===== src/rtl/bctp_pkg.sv =====
`timescale 1ns / 1ps
`default_nettype none
// -----------------------------------------------------------------------------
// bctp_pkg
// Shared constants, codes and types of the basis change triple product unit.
// -----------------------------------------------------------------------------
package bctp_pkg;

  localparam int MAX_BASIS   = 64;
  localparam int MAX_BANDS   = 128;
  localparam int MAX_OUT_DIM = 64;

  localparam int BASIS_W = $clog2(MAX_BASIS);
  localparam int BAND_W  = $clog2(MAX_BANDS);
  localparam int OUT_W   = $clog2(MAX_OUT_DIM);
  localparam int CNT_W   = 7;
  localparam int CFG_IDX_W = 3;
  localparam int CFG_DATA_W = 7;
  localparam int VAL_W   = 32;
  localparam int RES_W   = 48;
  localparam int PROD_W  = 64;
  localparam int ACC_W   = 56;

  localparam int COEF_DEPTH  = MAX_BANDS * MAX_BASIS;
  localparam int BASIS_DEPTH = MAX_BASIS * MAX_BASIS;
  localparam int RES_DEPTH   = MAX_OUT_DIM * MAX_OUT_DIM;
  localparam int CLR_W       = $clog2(RES_DEPTH);

  localparam int DRAIN_CYC = 5;
  localparam int DRAIN_W   = 3;

  localparam logic RESP_STATUS = 1'b0;
  localparam logic RESP_READ   = 1'b1;

  typedef enum logic [1:0] {
    REQ_LOAD_C  = 2'd0,
    REQ_LOAD_V  = 2'd1,
    REQ_COMPUTE = 2'd2,
    REQ_READ    = 2'd3
  } req_e;

  typedef enum logic [CFG_IDX_W-1:0] {
    CFG_BASIS_COUNT   = 3'd0,
    CFG_FIRST_COUNT   = 3'd1,
    CFG_SECOND_COUNT  = 3'd2,
    CFG_FIRST_OFFSET  = 3'd3,
    CFG_SECOND_OFFSET = 3'd4,
    CFG_ACCUMULATE    = 3'd5
  } cfg_idx_e;

  typedef enum logic [1:0] {
    ST_CLEAR,
    ST_IDLE,
    ST_ISSUE,
    ST_DRAIN
  } state_e;

  typedef struct packed {
    logic [CNT_W-1:0] basis_count;
    logic [CNT_W-1:0] first_count;
    logic [CNT_W-1:0] second_count;
    logic [BAND_W-1:0] first_offset;
    logic [BAND_W-1:0] second_offset;
    logic              accumulate;
    logic              valid;
  } cfg_t;

  typedef struct packed {
    logic               clear;
    logic [CLR_W-1:0]   clr_addr;
    logic               issue;
    logic               phase_b;
    logic [OUT_W-1:0]   p;
    logic [BASIS_W-1:0] j;
    logic [BASIS_W-1:0] k;
    logic               first;
    logic               last;
    logic               done;
  } cmd_t;

  typedef struct packed {
    logic               valid;
    logic               phase_b;
    logic               first;
    logic               last;
    logic [OUT_W-1:0]   p;
    logic [BASIS_W-1:0] j;
  } tag_t;

endpackage
`default_nettype wire


===== src/rtl/bctp_ctrl.sv =====
`timescale 1ns / 1ps
`default_nettype none
// -----------------------------------------------------------------------------
// bctp_ctrl
// Sequencer: result clear after reset and the multiply-accumulate passes.
// -----------------------------------------------------------------------------
module bctp_ctrl (
  input  wire logic           clk_i,
  input  wire logic           rst_ni,
  input  wire logic           accept_i,
  input  wire logic [1:0]     req_type_i,
  input  bctp_pkg::cfg_t      cfg_i,
  output logic                busy_o,
  output bctp_pkg::cmd_t      cmd_o
);

  bctp_pkg::state_e state_q, state_d;
  logic [bctp_pkg::CLR_W-1:0]   clr_q;
  logic [bctp_pkg::BASIS_W-1:0] k_q, j_q;
  logic [bctp_pkg::OUT_W-1:0]   p_q;
  logic                         phase_q;
  logic [bctp_pkg::DRAIN_W-1:0] drain_q;

  logic [bctp_pkg::BASIS_W-1:0] nb_last;
  logic [bctp_pkg::OUT_W-1:0]   n1_last, n2_last;
  logic go, k_end, drain_end, j_end, final_pass, clr_end;

  always_comb begin
    nb_last    = bctp_pkg::BASIS_W'(cfg_i.basis_count - 7'd1);
    n1_last    = bctp_pkg::OUT_W'(cfg_i.first_count - 7'd1);
    n2_last    = bctp_pkg::OUT_W'(cfg_i.second_count - 7'd1);
    go         = accept_i && (req_type_i == bctp_pkg::REQ_COMPUTE) && cfg_i.valid;
    k_end      = (k_q == nb_last);
    drain_end  = (drain_q == bctp_pkg::DRAIN_W'(bctp_pkg::DRAIN_CYC - 1));
    j_end      = phase_q ? (j_q == bctp_pkg::BASIS_W'(n2_last)) : (j_q == nb_last);
    final_pass = phase_q && j_end && (p_q == n1_last);
    clr_end    = (clr_q == {bctp_pkg::CLR_W{1'b1}});
  end

  // next state
  always_comb begin
    state_d = state_q;
    case (state_q)
      bctp_pkg::ST_CLEAR: if (clr_end) state_d = bctp_pkg::ST_IDLE;
      bctp_pkg::ST_IDLE:  if (go) state_d = bctp_pkg::ST_ISSUE;
      bctp_pkg::ST_ISSUE: if (k_end) state_d = bctp_pkg::ST_DRAIN;
      bctp_pkg::ST_DRAIN: begin
        if (drain_end) state_d = final_pass ? bctp_pkg::ST_IDLE : bctp_pkg::ST_ISSUE;
      end
      default: state_d = bctp_pkg::ST_IDLE;
    endcase
  end

  always_ff @(posedge clk_i or negedge rst_ni) begin
    if (!rst_ni) begin
      state_q <= bctp_pkg::ST_CLEAR;
      clr_q   <= '0;
      k_q     <= '0;
      j_q     <= '0;
      p_q     <= '0;
      phase_q <= 1'b0;
      drain_q <= '0;
    end else begin
      state_q <= state_d;
      case (state_q)
        bctp_pkg::ST_CLEAR: clr_q <= clr_q + 1'b1;
        bctp_pkg::ST_IDLE: begin
          k_q     <= '0;
          j_q     <= '0;
          p_q     <= '0;
          phase_q <= 1'b0;
          drain_q <= '0;
        end
        bctp_pkg::ST_ISSUE: begin
          k_q <= k_end ? '0 : k_q + 1'b1;
        end
        bctp_pkg::ST_DRAIN: begin
          drain_q <= drain_end ? '0 : drain_q + 1'b1;
          if (drain_end) begin
            if (!j_end) begin
              j_q <= j_q + 1'b1;
            end else if (!phase_q) begin
              j_q     <= '0;
              phase_q <= 1'b1;
            end else begin
              j_q     <= '0;
              phase_q <= 1'b0;
              p_q     <= p_q + 1'b1;
            end
          end
        end
        default: ;
      endcase
    end
  end

  // outputs
  always_comb begin
    cmd_o          = '0;
    cmd_o.clr_addr = clr_q;
    cmd_o.phase_b  = phase_q;
    cmd_o.p        = p_q;
    cmd_o.j        = j_q;
    cmd_o.k        = k_q;
    cmd_o.first    = (k_q == '0);
    cmd_o.last     = k_end;
    busy_o         = 1'b1;
    case (state_q)
      bctp_pkg::ST_CLEAR: cmd_o.clear = 1'b1;
      bctp_pkg::ST_IDLE:  busy_o = 1'b0;
      bctp_pkg::ST_ISSUE: cmd_o.issue = 1'b1;
      bctp_pkg::ST_DRAIN: cmd_o.done = drain_end && final_pass;
      default: ;
    endcase
  end

endmodule
`default_nettype wire


===== config.mk =====
export PLATFORM = sky130hd
export DESIGN_NAME = bctp_ctrl
export DESIGN_NICKNAME = d
export VERILOG_FILES = /design/src/rtl/bctp_pkg.sv /design/src/rtl/bctp_ctrl.sv
export SDC_FILE = /design/constraint.sdc
export NUM_CORES = 1
export LEC_CHECK = 0
export BUFFER_PORTS_ARGS = -buffer_cell sky130_fd_sc_hd__clkbuf_2
export CORE_UTILIZATION = 58
export CTS_BUF_LIST = sky130_fd_sc_hd__clkbuf_2
export DETAILED_ROUTE_END_ITERATION = 12
export HOLD_SLACK_MARGIN = 0.08
export PLACE_DENSITY = 0.88
export SLEW_MARGIN = 20
export SYNTH_ARGS = -nofsm -noshare
export SYNTH_HDL_FRONTEND = slang
export SYNTH_SLANG_ARGS = --single-unit

===== constraint.sdc =====
create_clock -name clk_i -period 3.5 [get_ports clk_i]
set_input_delay 0.35 -clock clk_i [delete_from_list [all_inputs] [get_ports clk_i]]
set_output_delay 0.35 -clock clk_i [all_outputs]
set_load 0.1 [all_outputs]

==> summary.md <==
| Metric | Value |
|---|---|
| Share of cells above drive strength 1 | 0.231 |
| Number of antenna diodes | 0 |
| Final TNS setup | 0 ns |
| Max Fanout on Critical Path | 4 |
| Min setup slack post-route | 0.335 ns |
| Syn_area_per_cell | 9.20 um2 |
| Vias in the first global route | 2221 |
| GRT Overall Usage | 0.239 |
| Worst reg2reg setup slack | 1.19 ns |
| Starting DRT DRC Count | 133 |
| Most frequent cells in the layout | clkbuf_2, dfrtp_1, nand2_1 |
| Critical R2R Capture | j_q[2]$_DFFE_PN0P_ |
| Sequential group share of total power | 0.295 |
| EDFF count, synth | 0 |
| CTS Sinks | 36 |
| Full die area | 4860 um2 |
| Worst r2r path cells | 7 |
| Initial Util | 0.607 |
| Final hold vios | 0 |
| Sequential element share of the synthesized area | 0.339 |
| WP data arrival | 2.82 ns |
| Wire per inst | 13.8 um |
| Post-Route WL | 5.50 mm |
| Critical setup path kind | reg2out |
| Sw Share | 0.583 |
| Syn. warnings | 0 |
| RSZ-0062 raised after global routing | false |
| Worst slew pin tran | 0.890 ns |
| Row cnt | 24 |
| Post-synthesis cell count | 289 |
| Internal power | 847 uW |
| Post-synthesis cell type count | 51 |
| PwrDens | 674 nW/um2 |
| Net Sw Power | 1180 uW |
| Area share of the largest cell type after synthesis | 0.339 |
| Final Cycle Share | 0.904 |
| I/O pin count | 79 |
| Synthesized net count | 345 |
| First-pass GRT wire length | 9.43 mm |
| Initial DRT Pass Iterations | 4 |
| Core region area | 4380 um2 |
| Critical Path Sink Type | output port |
| Setup Fix Bufs, Post-CTS | 0 |
| Largest net degree at the start of global routing | 37 |
| Synth Cell Area | 2660 um2 |
| Placed wire-length estimate | 4.31 mm |
| Worst Path Required | 3.15 ns |
| Final-stage net count | 403 |
| Layout Area Growth over Synthesis | 13.1% |
| I/O Buffers | 60 |
| Min Tclk post-route | 3.17 ns |
| Die height | 69.7 um |
| Cts hold-fix bufs | 1 |
| Peak VDD IR | 0.728 mV |
| Commonest non-fill, non-tap cell in the layout | clkbuf_2 |
| Largest area contributor in the netlist | dfrtp_1 |
| GPL Wtd Cong | 0.833 |
| Synth Register Bits | 36 |
| R2R Path Start | phase_q$_DFFE_PN0P_ |
| Synth top area cells | dfrtp_1, ha_1, xnor2_1, nand2_1, xor2_1 |
| Clk network pwr share | 0.086 |
| H-tree depth | 2 |
| Utilization after layout | 0.686 |
| CTS tree | built |
| Via density | 5.86 |
| Final setup viols | 0 |
| Fmax | 316 MHz |
| Via count | 2340 |
| Max-slew violation count | 0 |
| Status | complete, no violations |
| Initial antenna violation count | 0 |
| Skew final | 0.0288 ns |
| Part of the power in combinational logic | 0.619 |
| Clk root buf | clkbuf_2 |
| Max Root-Sink Buffers | 2 |
| Worst slew margin | 0.407 |
| Post-CTS sizing | 0 |
| Place WS | 0.569 ns |
| Leak | 0.00148 uW |
| Critical Path Source Type | flip-flop |
| Worst hold path depth | 1 |
| Synth async-reset ratio | 1.00 |
| TritonCTS buffer count | 5 |
| Post-route DRC | 0 |
| Clock latency at the later pin of the worst-skew pair | 0.39 ns |
| Reg clk slew, reported paths | 0.19 ns |
| Main synth FF type | dfrtp_1 |
| Worst Hold Path EP | clr_q[11]$_DFFE_PN0P_ |
| Worst Hold Class | reg2reg |
| Max cap viols | 0 |
| Die X | 69.7 um |
| Total power | 2030 uW |
| Antenna-violating nets left | 0 |
| Number of fillers in the final layout | 384 |
| Worst Hold Launch | clr_q[11]$_DFFE_PN0P_ |
| Total gr overflow | 0 |
worst max path at each step:
| stage | startpoint | endpoint | slack, ns |
|---|---|---|---|
| after global routing | p_q[5]$_DFFE_PN0P_ | cmd_o[0] | 0.21 |
| final | p_q[5]$_DFFE_PN0P_ | cmd_o[0] | 0.33 |
| after global placement | cfg_i[30] | cmd_o[0] | 0.59 |
| after detailed placement | cfg_i[23] | cmd_o[0] | 0.57 |
| after floorplan | j_q[4]$_DFFE_PN0P_ | cmd_o[0] | 0.16 |
| after CTS | p_q[5]$_DFFE_PN0P_ | cmd_o[0] | 0.37 |
cells by family after synthesis:
logic type | after synthesis | synth area share
AOI/OAI and AO/OA | 46 | 0.120
xor gates and xnor gates | 37 | 0.150
adders and majority gates | 14 | 0.0659
buffers and inverters | 33 | 0.0602
DFF | 36 | 0.339
muxes | 8 | 0.0310
and+or+nand+nor | 115 | 0.234
cells in the mapped netlist, drive strengths merged, types with 5 or more instances:
cell type and count:
xnor2 20, clkbuf 9, a21oi 5, and3 5
nand2b 6, mux2i 6, xor2 12, nor3 8
nand2 29, dfrtp 36, ha 14, nor4 5
nand4 8, o21ai 12, nand3 14, buf 5
inv 19, nor2 20
power by group through the flow:
stage / Clock (uW) / Sequential [uW] / Combinational (uW)
2_1_floorplan: 0 / 928 / 714
3_3_place_gp: 0 / 600 / 1220
3_5_place_dp: 0 / 605 / 1260
4_1_cts: 180 / 598 / 1260
5_1_grt: 199 / 613 / 1340
6_report: 176 / 598 / 1260
final cells by class:
cell class | instances | area [um2] | area share
clock buffer | 5 | 25.0 | 0.00832
clock inverter | 2 | 7.51 | 0.00249
inverter | 19 | 71.3 | 0.0237
multi-input combinational | 220 | 1600 | 0.531
sequential | 36 | 901 | 0.299
tap | 52 | 65.1 | 0.0216
timing repair buffer | 65 | 340 | 0.113
routing by layer:
| layer | vias up | wire length (um) | GRT usage | share of wire |
|---|---|---|---|---|
| met1 | 1128 | 2450 | 0.286 | 0.45 |
| met5 | - | 0 | 0 | 0 |
| li1 | 1141 | - | - | - |
| met4 | 0 | 72 | 0.0711 | 0.013 |
| met2 | 63 | 2740 | 0.430 | 0.50 |
| met3 | 8 | 234 | 0.0523 | 0.043 |
through the flow:
stage          instance area [um2]  std cells  hold slack (ns)
2_1_floorplan                 2660        289           0.0544
3_3_place_gp                  2970        391            0.479
3_5_place_dp                  2970        391            0.496
4_1_cts                       3010        399            0.521
5_1_grt                       3010        399            0.548
6_report                      3010        399            0.519
sequential cells by signal (all words and copies together) (netlist names):
signal,flops
drain_q,3
p_q,6
k_q,6
clr_q,12
j_q,6
state_q,2
phase_q,1
worst max-delay path, stage by stage, from the launching register on:
cell and delay, ns:
dfrtp_1 0.46, xnor2_1 0.16, nor4b_1 0.26, nand2_1 0.10
a221oi_1 0.49, and4bb_2 0.33, and2_1 0.16, clkbuf_2 0.46
No activity file was read; power rests on OpenSTA's default activity.
