File: config.mk
export PLATFORM = sky130hd
export DESIGN_NAME = bctp_cfg
export DESIGN_NICKNAME = d
export VERILOG_FILES = /design/src/rtl/bctp_pkg.sv /design/src/rtl/bctp_cfg.sv
export SDC_FILE = /design/constraint.sdc
export NUM_CORES = 1
export LEC_CHECK = 0
export ABC_AREA = 1
export BUFFER_PORTS_ARGS = -buffer_cell sky130_fd_sc_hd__buf_2
export CORE_AREA = 3 3 71 66
export CTS_CLUSTER_DIAMETER = 120
export DETAILED_ROUTE_END_ITERATION = 10
export DIE_AREA = 0 0 74 69
export GPL_ROUTABILITY_DRIVEN = 0
export PLACE_DENSITY = 0.8
export SYNTH_ARGS = -nofsm -noshare
export SYNTH_HDL_FRONTEND = slang
export SYNTH_SLANG_ARGS = --single-unit
File: constraint.sdc
create_clock -name clk_i -period 2.3 [get_ports clk_i]
set_input_delay 0 -clock clk_i [delete_from_list [all_inputs] [get_ports clk_i]]
set_output_delay 0 -clock clk_i [all_outputs]
set_load 0.01 [all_outputs]
File: src/rtl/bctp_pkg.sv
`timescale 1ns / 1ps
`default_nettype none
// -----------------------------------------------------------------------------
// bctp_pkg
// Shared constants, codes and types of the basis change triple product unit.
// -----------------------------------------------------------------------------
package bctp_pkg;

  localparam int MAX_BASIS   = 64;
  localparam int MAX_BANDS   = 128;
  localparam int MAX_OUT_DIM = 64;

  localparam int BASIS_W = $clog2(MAX_BASIS);
  localparam int BAND_W  = $clog2(MAX_BANDS);
  localparam int OUT_W   = $clog2(MAX_OUT_DIM);
  localparam int CNT_W   = 7;
  localparam int CFG_IDX_W = 3;
  localparam int CFG_DATA_W = 7;
  localparam int VAL_W   = 32;
  localparam int RES_W   = 48;
  localparam int PROD_W  = 64;
  localparam int ACC_W   = 56;

  localparam int COEF_DEPTH  = MAX_BANDS * MAX_BASIS;
  localparam int BASIS_DEPTH = MAX_BASIS * MAX_BASIS;
  localparam int RES_DEPTH   = MAX_OUT_DIM * MAX_OUT_DIM;
  localparam int CLR_W       = $clog2(RES_DEPTH);

  localparam int DRAIN_CYC = 5;
  localparam int DRAIN_W   = 3;

  localparam logic RESP_STATUS = 1'b0;
  localparam logic RESP_READ   = 1'b1;

  typedef enum logic [1:0] {
    REQ_LOAD_C  = 2'd0,
    REQ_LOAD_V  = 2'd1,
    REQ_COMPUTE = 2'd2,
    REQ_READ    = 2'd3
  } req_e;

  typedef enum logic [CFG_IDX_W-1:0] {
    CFG_BASIS_COUNT   = 3'd0,
    CFG_FIRST_COUNT   = 3'd1,
    CFG_SECOND_COUNT  = 3'd2,
    CFG_FIRST_OFFSET  = 3'd3,
    CFG_SECOND_OFFSET = 3'd4,
    CFG_ACCUMULATE    = 3'd5
  } cfg_idx_e;

  typedef enum logic [1:0] {
    ST_CLEAR,
    ST_IDLE,
    ST_ISSUE,
    ST_DRAIN
  } state_e;

  typedef struct packed {
    logic [CNT_W-1:0] basis_count;
    logic [CNT_W-1:0] first_count;
    logic [CNT_W-1:0] second_count;
    logic [BAND_W-1:0] first_offset;
    logic [BAND_W-1:0] second_offset;
    logic              accumulate;
    logic              valid;
  } cfg_t;

  typedef struct packed {
    logic               clear;
    logic [CLR_W-1:0]   clr_addr;
    logic               issue;
    logic               phase_b;
    logic [OUT_W-1:0]   p;
    logic [BASIS_W-1:0] j;
    logic [BASIS_W-1:0] k;
    logic               first;
    logic               last;
    logic               done;
  } cmd_t;

  typedef struct packed {
    logic               valid;
    logic               phase_b;
    logic               first;
    logic               last;
    logic [OUT_W-1:0]   p;
    logic [BASIS_W-1:0] j;
  } tag_t;

endpackage
`default_nettype wire

File: src/rtl/bctp_cfg.sv
`timescale 1ns / 1ps
`default_nettype none
// -----------------------------------------------------------------------------
// bctp_cfg
// Configuration registers and the compute settings check.
// -----------------------------------------------------------------------------
module bctp_cfg (
  input  wire logic                               clk_i,
  input  wire logic                               rst_ni,
  input  wire logic                               cfg_valid_i,
  input  wire logic [bctp_pkg::CFG_IDX_W-1:0]     cfg_index_i,
  input  wire logic [bctp_pkg::CFG_DATA_W-1:0]    cfg_data_i,
  output logic                                    cfg_ready_o,
  output bctp_pkg::cfg_t                          cfg_o
);

  logic [bctp_pkg::CNT_W-1:0]  nb_q, n1_q, n2_q;
  logic [bctp_pkg::BAND_W-1:0] o1_q, o2_q;
  logic                        acc_q;
  logic [bctp_pkg::CNT_W:0]    end1, end2;
  logic                        ok;

  always_ff @(posedge clk_i or negedge rst_ni) begin
    if (!rst_ni) begin
      nb_q  <= bctp_pkg::CNT_W'(bctp_pkg::MAX_BASIS);
      n1_q  <= bctp_pkg::CNT_W'(1);
      n2_q  <= bctp_pkg::CNT_W'(1);
      o1_q  <= '0;
      o2_q  <= '0;
      acc_q <= 1'b0;
    end else if (cfg_valid_i) begin
      case (bctp_pkg::cfg_idx_e'(cfg_index_i))
        bctp_pkg::CFG_BASIS_COUNT:   nb_q  <= cfg_data_i[bctp_pkg::CNT_W-1:0];
        bctp_pkg::CFG_FIRST_COUNT:   n1_q  <= cfg_data_i[bctp_pkg::CNT_W-1:0];
        bctp_pkg::CFG_SECOND_COUNT:  n2_q  <= cfg_data_i[bctp_pkg::CNT_W-1:0];
        bctp_pkg::CFG_FIRST_OFFSET:  o1_q  <= cfg_data_i[bctp_pkg::BAND_W-1:0];
        bctp_pkg::CFG_SECOND_OFFSET: o2_q  <= cfg_data_i[bctp_pkg::BAND_W-1:0];
        bctp_pkg::CFG_ACCUMULATE:    acc_q <= cfg_data_i[0];
        default: ;
      endcase
    end
  end

  always_comb begin
    end1 = {1'b0, o1_q} + {1'b0, n1_q};
    end2 = {1'b0, o2_q} + {1'b0, n2_q};
    ok = (nb_q != '0) && (nb_q <= bctp_pkg::CNT_W'(bctp_pkg::MAX_BASIS))
      && (n1_q != '0) && (n1_q <= bctp_pkg::CNT_W'(bctp_pkg::MAX_OUT_DIM))
      && (n2_q != '0) && (n2_q <= bctp_pkg::CNT_W'(bctp_pkg::MAX_OUT_DIM))
      && (end1 <= (bctp_pkg::CNT_W+1)'(bctp_pkg::MAX_BANDS))
      && (end2 <= (bctp_pkg::CNT_W+1)'(bctp_pkg::MAX_BANDS));
  end

  assign cfg_ready_o         = 1'b1;
  assign cfg_o.basis_count   = nb_q;
  assign cfg_o.first_count   = n1_q;
  assign cfg_o.second_count  = n2_q;
  assign cfg_o.first_offset  = o1_q;
  assign cfg_o.second_offset = o2_q;
  assign cfg_o.accumulate    = acc_q;
  assign cfg_o.valid         = ok;

endmodule
`default_nettype wire

==> results.toml, run 1 <==
[critical_path]
critPathMostFrequentCell = "nor2_1"
crit_arrival_ns = 2.35
timing.critical_path.from_type = "flop"
timing.critical_path.slowest_cell_delay_ns = 0.56
timing.critical_path.cells = "ha_4, fa_1, or2_1, nor2_1, nand3_1, nor2_1, nand3_1, nand2_1, nand2_1, nor2_1, buf_2"
timing.critical_path.required_ns = 2.30
worst_path_dominant_cell_family = "simple AND/OR/NAND/NOR gates"
setup.worst_path.end_class = "output port"
highest_fanout_seen_on_the_critical_path = 2
critical_path_cell_with_the_highest_stage_delay = "dfstp_2"
criticalPathCategory = "flop to output port"
crit_buf_inv = 1

[synth]
synth_simple_gate_area_share_pct = 27.2
synth.area.top_cells = "dfrtp_1 39%, nand2_1 15%, ha_1 8.3%"
yosysWarnings = 0
postSynthCellCount = 278
synthesis.area_per_instance_um2 = 7.59
synth.lib_cells_used.distinct = 26
syn-num-nets = 307
share_of_the_yosys_chip_area_belonging_to_registers_pct = 42.9
netlist_area_before_placement_mm2 = 0.00211
synthAdderAreaFrac_pct = 10.2
post_synth_mux_area_share_pct = 0
synth_top_family_by_area = "simple AND/OR/NAND/NOR gates"
ys_ff_latch = 36
yosys.area.top_type = "dfrtp_1"
synth_largest_type_area_fraction_pct = 39.1
synthXorXnorAreaFrac_pct = 0.415
synthesized_area_fraction_occupied_by_ao_oa_aoi_and_oai_cells_pct = 10.9

[placed_design]
place.detailed.hpwl_um = 3610
place_inst = 367
worst_setup_timing_slack_at_the_placement_stage_ns = 0.158
buffer_ports.inserted = 49

[cells_and_area]
layout.area.seq_um2 = 905
drive_gt1_share_pct = 21.1
postLayoutCoreUtil_pct = 62.3
post_layout_nonfiller_instances = 379
mostFrequentLayoutCells = "84 x nand2_1, 49 x buf_2, 34 x o21ai_0"
flow.area_growth_from_synthesis_pct = 19.5
nNetsFinal = 359
layout_commonest_cell = "nand2_1"
antenna_cells = 0
nFillCells = 367
multi_input_comb_area_mm2 = 0.00106

[sta]
share_of_the_clock_period_used_by_the_worst_path_after_layout_pct = 102
layout_min_cycle_time_ns = 2.35
rsz_0062_raised_after_global_routing = "true"
clock_skew_ns = 0
maxSlewHeadroom_pct = 49.0
fin_ws_ns = -0.0519
total_of_endpoints_with_negative_setup_slack_in_the_final_report = 1
hold_slack_ns = 0.0229
max_slew.worst_pin.slew_ns = 0.766
timing_max_transition_violations_final = 0
finalHoldViolCount = 0
fmax_mhz = 425

[cts]
clock_tree.root_cell = "clkbuf_8"
cts-root-to-sink-buffers = 2
cts_tree = "done"
worst_path_clk_slew_ns = 0.07
worst_skew_pair.late_latency_ns = 0.29
htree_num_levels = 2
cts_made_buffers = 5
clock-sinks = 36

[pwr]
power_density_mw_per_mm2 = 885
proportion_of_power_drawn_by_combinational_gates_pct = 39.1
share_clk_of_total_power_pct = 20.7
power.switching_fraction_pct = 38.7
leakage_power_figure_nw = 1.42
sequentialPowerShare_pct = 40.2
power_report.internal_total_mw = 1.37
vdd.ir_drop.worst_v = 0.000458
power_spent_charging_and_discharging_nets_mw = 0.864

[die]
die_h_um = 69
floorplan.initialDensity_pct = 52.1
core_area_mm2 = 0.00405
floorplan.die_area_mm2 = 0.00511
row_count = 22
die_width_um = 74
ioPinCount = 51

[global_routing]
pin_count_of_the_biggest_net_entering_global_routing = 37
first_global_vias = 1738
grt_pass1_wl_um = 8030
grt_overall_usage_pct = 19.9
grt_antenna_before_repair = 0
grt-ovfl-total = 0

[detailed_routing]
wl_per_cell_um = 12.4
vias_per_cell = 5.16
drt-pass1-iter-count = 4
vias = 1956
route.detailed.drc = 0
totalWireLength_um = 4720
drt_iter0_markers = 132
antenna_violating_nets_left = 0

[status]
failing_checks = "setup timing"
outcome = "finished, violations left"

[hold_path]
hold_path_class = "input port to flop"

[run]
cap_violations = 0
## sequential cells by signal, summed over array words and instances, names as in the netlist
signal / count
n1_q: 7
n2_q: 7
o1_q: 7
nb_q: 7
acc_q: 1
o2_q: 7
## area by class of cell
cell class | count | share of cell area [%]
inverter | 34 | 5.06
multi-input combinational | 200 | 42.0
sequential | 36 | 35.9
tap | 48 | 2.38
clock buffer | 6 | 3.28
clock inverter | 2 | 0.397
timing repair buffer | 53 | 11.0
## cell families (layout without fill, tap and decap cells)
family	Yosys count	after routing
compound gates	45	45
other cells	1	1
xor+xnor	1	1
fa+ha+maj	16	16
flops	36	36
buf+inv	42	95
simple gates	137	137
## tightest hold or removal path: stages
cell	delay [ns]
buf_2	0.07
inv_1	0.07
o21ai_1	0.13
## stage by stage
stage	instance area (µm²)	setup TNS, ns	total power, mW
global route	2520	-0.165	2.43
CTS	2520	-0.0397	2.24
finish	2520	-0.0519	2.23
floorplan	2110	0	1.48
detailed placement	2370	0	1.75
global placement	2370	0	1.72
## metal layers
metal	share of wire (%)	GRT usage [%]
met1	48	28.6
met3	5.9	4.81
met4	1.2	6.04
met5	0	0
met2	45	29.5
## power by group through the flow
stage,registers (mW),logic [mW],clock network [mW]
floorplan,0.932,0.547,0
global placement,0.899,0.822,0
detailed placement,0.906,0.843,0
CTS,0.898,0.871,0.476
global route,0.919,1.01,0.498
finish,0.897,0.871,0.462
## cells in the mapped netlist, drive strengths merged
master,number
conb,1
nand3b,1
fa,2
buf,6
xor2,1
o21ai,35
dfstp,3
dfrtp,33
nand3,19
o221ai,1
a21oi,8
ha,14
a31oi,1
inv,34
nor3,2
clkbuf,2
or2,2
nor2,22
nand2,85
nand4,6
## worst paths after layout
check | cells after the start | endpoint | slack (ns) | from
setup / recovery | 11 | cfg_o[0] | -0.05 | n1_q[0]
hold / removal | 3 | n2_q[6] | 0.02 | cfg_data_i[6]
setup reg to reg | 3 | n1_q[0] | 1.39 | n1_q[0]
hold reg to reg | 2 | o2_q[4] | 0.52 | o2_q[4]
max in group asynchronous | 2 | n2_q[2] | 1.50 | rst_ni
min in group asynchronous | 2 | n1_q[5] | 0.31 | rst_ni
## repair_timing
item,in CTS,in global routing
cloned,0,0
buffers inserted,3,0
pin swaps,1,0
endpoints found under the setup margin,1,1
gates resized for setup,4,0
endpoints found under the hold margin,33,0
hold buffers,1,0
(Power assumes the default switching activity.)
==> inputs of run 2 (changes only) <==
--- a/config.mk
+++ b/config.mk
@@ -5,12 +5,11 @@
 export SDC_FILE = /design/constraint.sdc
 export NUM_CORES = 1
 export LEC_CHECK = 0
-export ABC_AREA = 1
 export BUFFER_PORTS_ARGS = -buffer_cell sky130_fd_sc_hd__buf_2
-export CORE_AREA = 3 3 71 66
+export CORE_AREA = 3 3 70 65
 export CTS_CLUSTER_DIAMETER = 120
 export DETAILED_ROUTE_END_ITERATION = 10
-export DIE_AREA = 0 0 74 69
+export DIE_AREA = 0 0 73 68
 export GPL_ROUTABILITY_DRIVEN = 0
 export PLACE_DENSITY = 0.8
 export SYNTH_ARGS = -nofsm -noshare
==> results.toml, run 2 <==
[sta]
hold_slack_ns = -0.00384
finalHoldViolCount = 2
total_of_endpoints_with_negative_setup_slack_in_the_final_report = 1
maxSlewHeadroom_pct = 45.4
layout_min_cycle_time_ns = 2.39
timing_max_transition_violations_final = 0
max_slew.worst_pin.slew_ns = 0.819
share_of_the_clock_period_used_by_the_worst_path_after_layout_pct = 104
clock_skew_ns = 0
fmax_mhz = 419
fin_ws_ns = -0.0876
rsz_0062_raised_after_global_routing = "true"

[cts]
worst_skew_pair.late_latency_ns = 0.29
cts_tree = "done"
clock-sinks = 36
clock_tree.root_cell = "clkbuf_8"
htree_num_levels = 2
worst_path_clk_slew_ns = 0.07
cts_made_buffers = 5
cts-root-to-sink-buffers = 2

[run]
cap_violations = 0

[status]
failing_checks = "hold timing, setup timing"
outcome = "finished, violations left"

[pwr]
power_report.internal_total_mw = 1.61
power.switching_fraction_pct = 35.3
proportion_of_power_drawn_by_combinational_gates_pct = 40.8
vdd.ir_drop.worst_v = 0.000347
power_density_mw_per_mm2 = 996
leakage_power_figure_nw = 1.15
sequentialPowerShare_pct = 37.1
share_clk_of_total_power_pct = 22.1
power_spent_charging_and_discharging_nets_mw = 0.875

[placed_design]
place.detailed.hpwl_um = 3240
place_inst = 253
dpl_cell_area_mm2 = 0.00232
worst_setup_timing_slack_at_the_placement_stage_ns = 0.0887
buffer_ports.inserted = 49

[critical_path]
timing.critical_path.from_type = "flop"
critical_path.reg2reg.startpoint = "o1_q[0]"
critical_path_cell_with_the_highest_stage_delay = "dfstp_2"
highest_fanout_seen_on_the_critical_path = 4
criticalPathCategory = "flop to output port"
reg2reg_to = "o1_q[0]"
timing.critical_path.cells = "ha_2, fa_2, a21o_1, a21oi_2, xor2_1, nand4_1, o22a_1, nor3_2, buf_2"
timing.critical_path.required_ns = 2.30
crit_arrival_ns = 2.39
timing.reg2reg.worst_path_depth = 3
timing.critical_path.slowest_cell_delay_ns = 0.39
timing.reg2reg.setup_slack_ns = 1.29
setup.worst_path.end_class = "output port"

[cells_and_area]
antenna_cells = 0
nFillCells = 292
drive_gt1_share_pct = 45.5
fin_area_mm2 = 0.00249
layout.area.seq_um2 = 905
multi_input_comb_area_mm2 = 0.00112
mostFrequentLayoutCells = "49 x buf_2, 33 x dfrtp_1, 24 x mux2_2"
nNetsFinal = 248
postLayoutCoreUtil_pct = 65.4
flow.area_growth_from_synthesis_pct = 22.1
post_layout_nonfiller_instances = 266
layout_commonest_cell = "buf_2"

[synth]
postSynth.asyncResetShare_pct = 100
synth_most_common_cell = "dfrtp_1"
synth.lib_cells_used.distinct = 42
top_flip_flop_cell_by_instance_count_after_synthesis = "dfrtp_1"
syn-num-nets = 191
share_of_the_yosys_chip_area_belonging_to_registers_pct = 44.3
synth_enable_flop_cells = 0
netlist_area_before_placement_mm2 = 0.00204
commonest_cells_in_the_synthesized_netlist = "33 x dfrtp_1, 24 x mux2_2, 14 x ha_1, 12 x mux2_1, 8 x nor2_1"
ys_ff_latch = 36
synth.area.top_cells = "dfrtp_1 40%, mux2_2 13%, ha_1 8.6%"
yosysWarnings = 0
postSynthCellCount = 162
synth_largest_type_area_fraction_pct = 40.5
yosys.area.top_type = "dfrtp_1"
synthesis.area_per_instance_um2 = 12.6

[detailed_routing]
vias_per_cell = 5.58
antenna_violating_nets_left = 0
vias = 1485
totalWireLength_um = 4400
wl_per_cell_um = 16.5
drt-pass1-iter-count = 5
route.detailed.drc = 0
drt_iter0_markers = 58

[global_routing]
grt_pass1_wl_um = 7120
first_global_vias = 1420
grt-busiest-layer = "met2"
grt-ovfl-total = 0
pin_count_of_the_biggest_net_entering_global_routing = 37
global_route.usage.met2_pct = 30.4
grt_overall_usage_pct = 19.3
grt_antenna_before_repair = 0
gr-usage-met1_pct = 26.6
gr-usage-met3_pct = 3.96

[hold_path]
hold-path-cell-count = 2
worst_hold_startpoint = "cfg_data_i[3]"
hold_path_class = "input port to flop"
worstHoldEndpoint = "nb_q[3]"

[die]
die_width_um = 73
floorplan.initialDensity_pct = 53.6
die_h_um = 68
row_count = 21
floorplan.die_area_mm2 = 0.00496
ioPinCount = 51
core_area_mm2 = 0.00381
run 2: per-layer routing:
layer / wire length, µm / vias to the layer above / part of all wire, %
met4: 38 / 0 / 0.86
met1: 2130 / 721 / 48
met2: 1990 / 44 / 45
met5: 0 / - / 0
li1: - / 715 / -
met3: 238 / 5 / 5.4
run 2: final cells by class:
class                           count  area share, %
Clock buffer                        6           2.91
Clock inverter                      2           1.41
Multi-Input combinational cell    120           44.8
Sequential cell                    36           36.3
Tap cell                           46           2.31
Timing Repair Buffer               56           12.2
run 2: power by group through the flow:
stage	clock (mW)	combinational, mW	sequential [mW]
finish	0.549	1.01	0.921
CTS	0.556	0.999	0.922
floorplan	0	0.631	0.970
global route	0.581	1.12	0.945
detailed placement	0	0.971	0.931
global placement	0	0.954	0.922
run 2: worst max-delay path: cells and delay by family (launching register included):
family,cells,cell delay (ns)
compound gates,3,0.55
fa+ha+maj,2,0.55
buf+inv,1,0.16
xor+xnor,1,0.17
flops,1,0.39
simple gates,2,0.28
run 2: cell families after synthesis:
logic type | count (synthesis) | synth area share [%]
adders and majority gates | 16 | 10.5
other | 1 | 0.184
xor gates and xnor gates | 9 | 3.86
buffers and inverters | 6 | 1.78
AOI/OAI and AO/OA | 22 | 7.48
and+or+nand+nor | 35 | 11.5
muxes | 37 | 20.4
DFF | 36 | 44.3
run 2: worst max-delay path by stage:
stage / from / to
6_report: n1_q[0] / cfg_o[0]
5_1_grt: o2_q[0] / cfg_o[0]
4_1_cts: n1_q[0] / cfg_o[0]
3_5_place_dp: o1_q[0] / cfg_o[0]
3_3_place_gp: o1_q[0] / cfg_o[0]
2_1_floorplan: o1_q[0] / cfg_o[0]
run 2: stage by stage:
stage	setup TNS (ns)	power, mW
5_1_grt	-0.217	2.65
3_5_place_dp	0	1.90
3_3_place_gp	0	1.88
6_report	-0.0876	2.48
4_1_cts	-0.0840	2.48
2_1_floorplan	0	1.60
run 2: what timing repair did:
action,4_1_cts,5_1_grt
hold buffers,3,0
endpoints found under the hold margin,35,0
gates resized for setup,5,1
setup endpoints to repair,1,1
buffers inserted,1,1
pin swaps,4,1
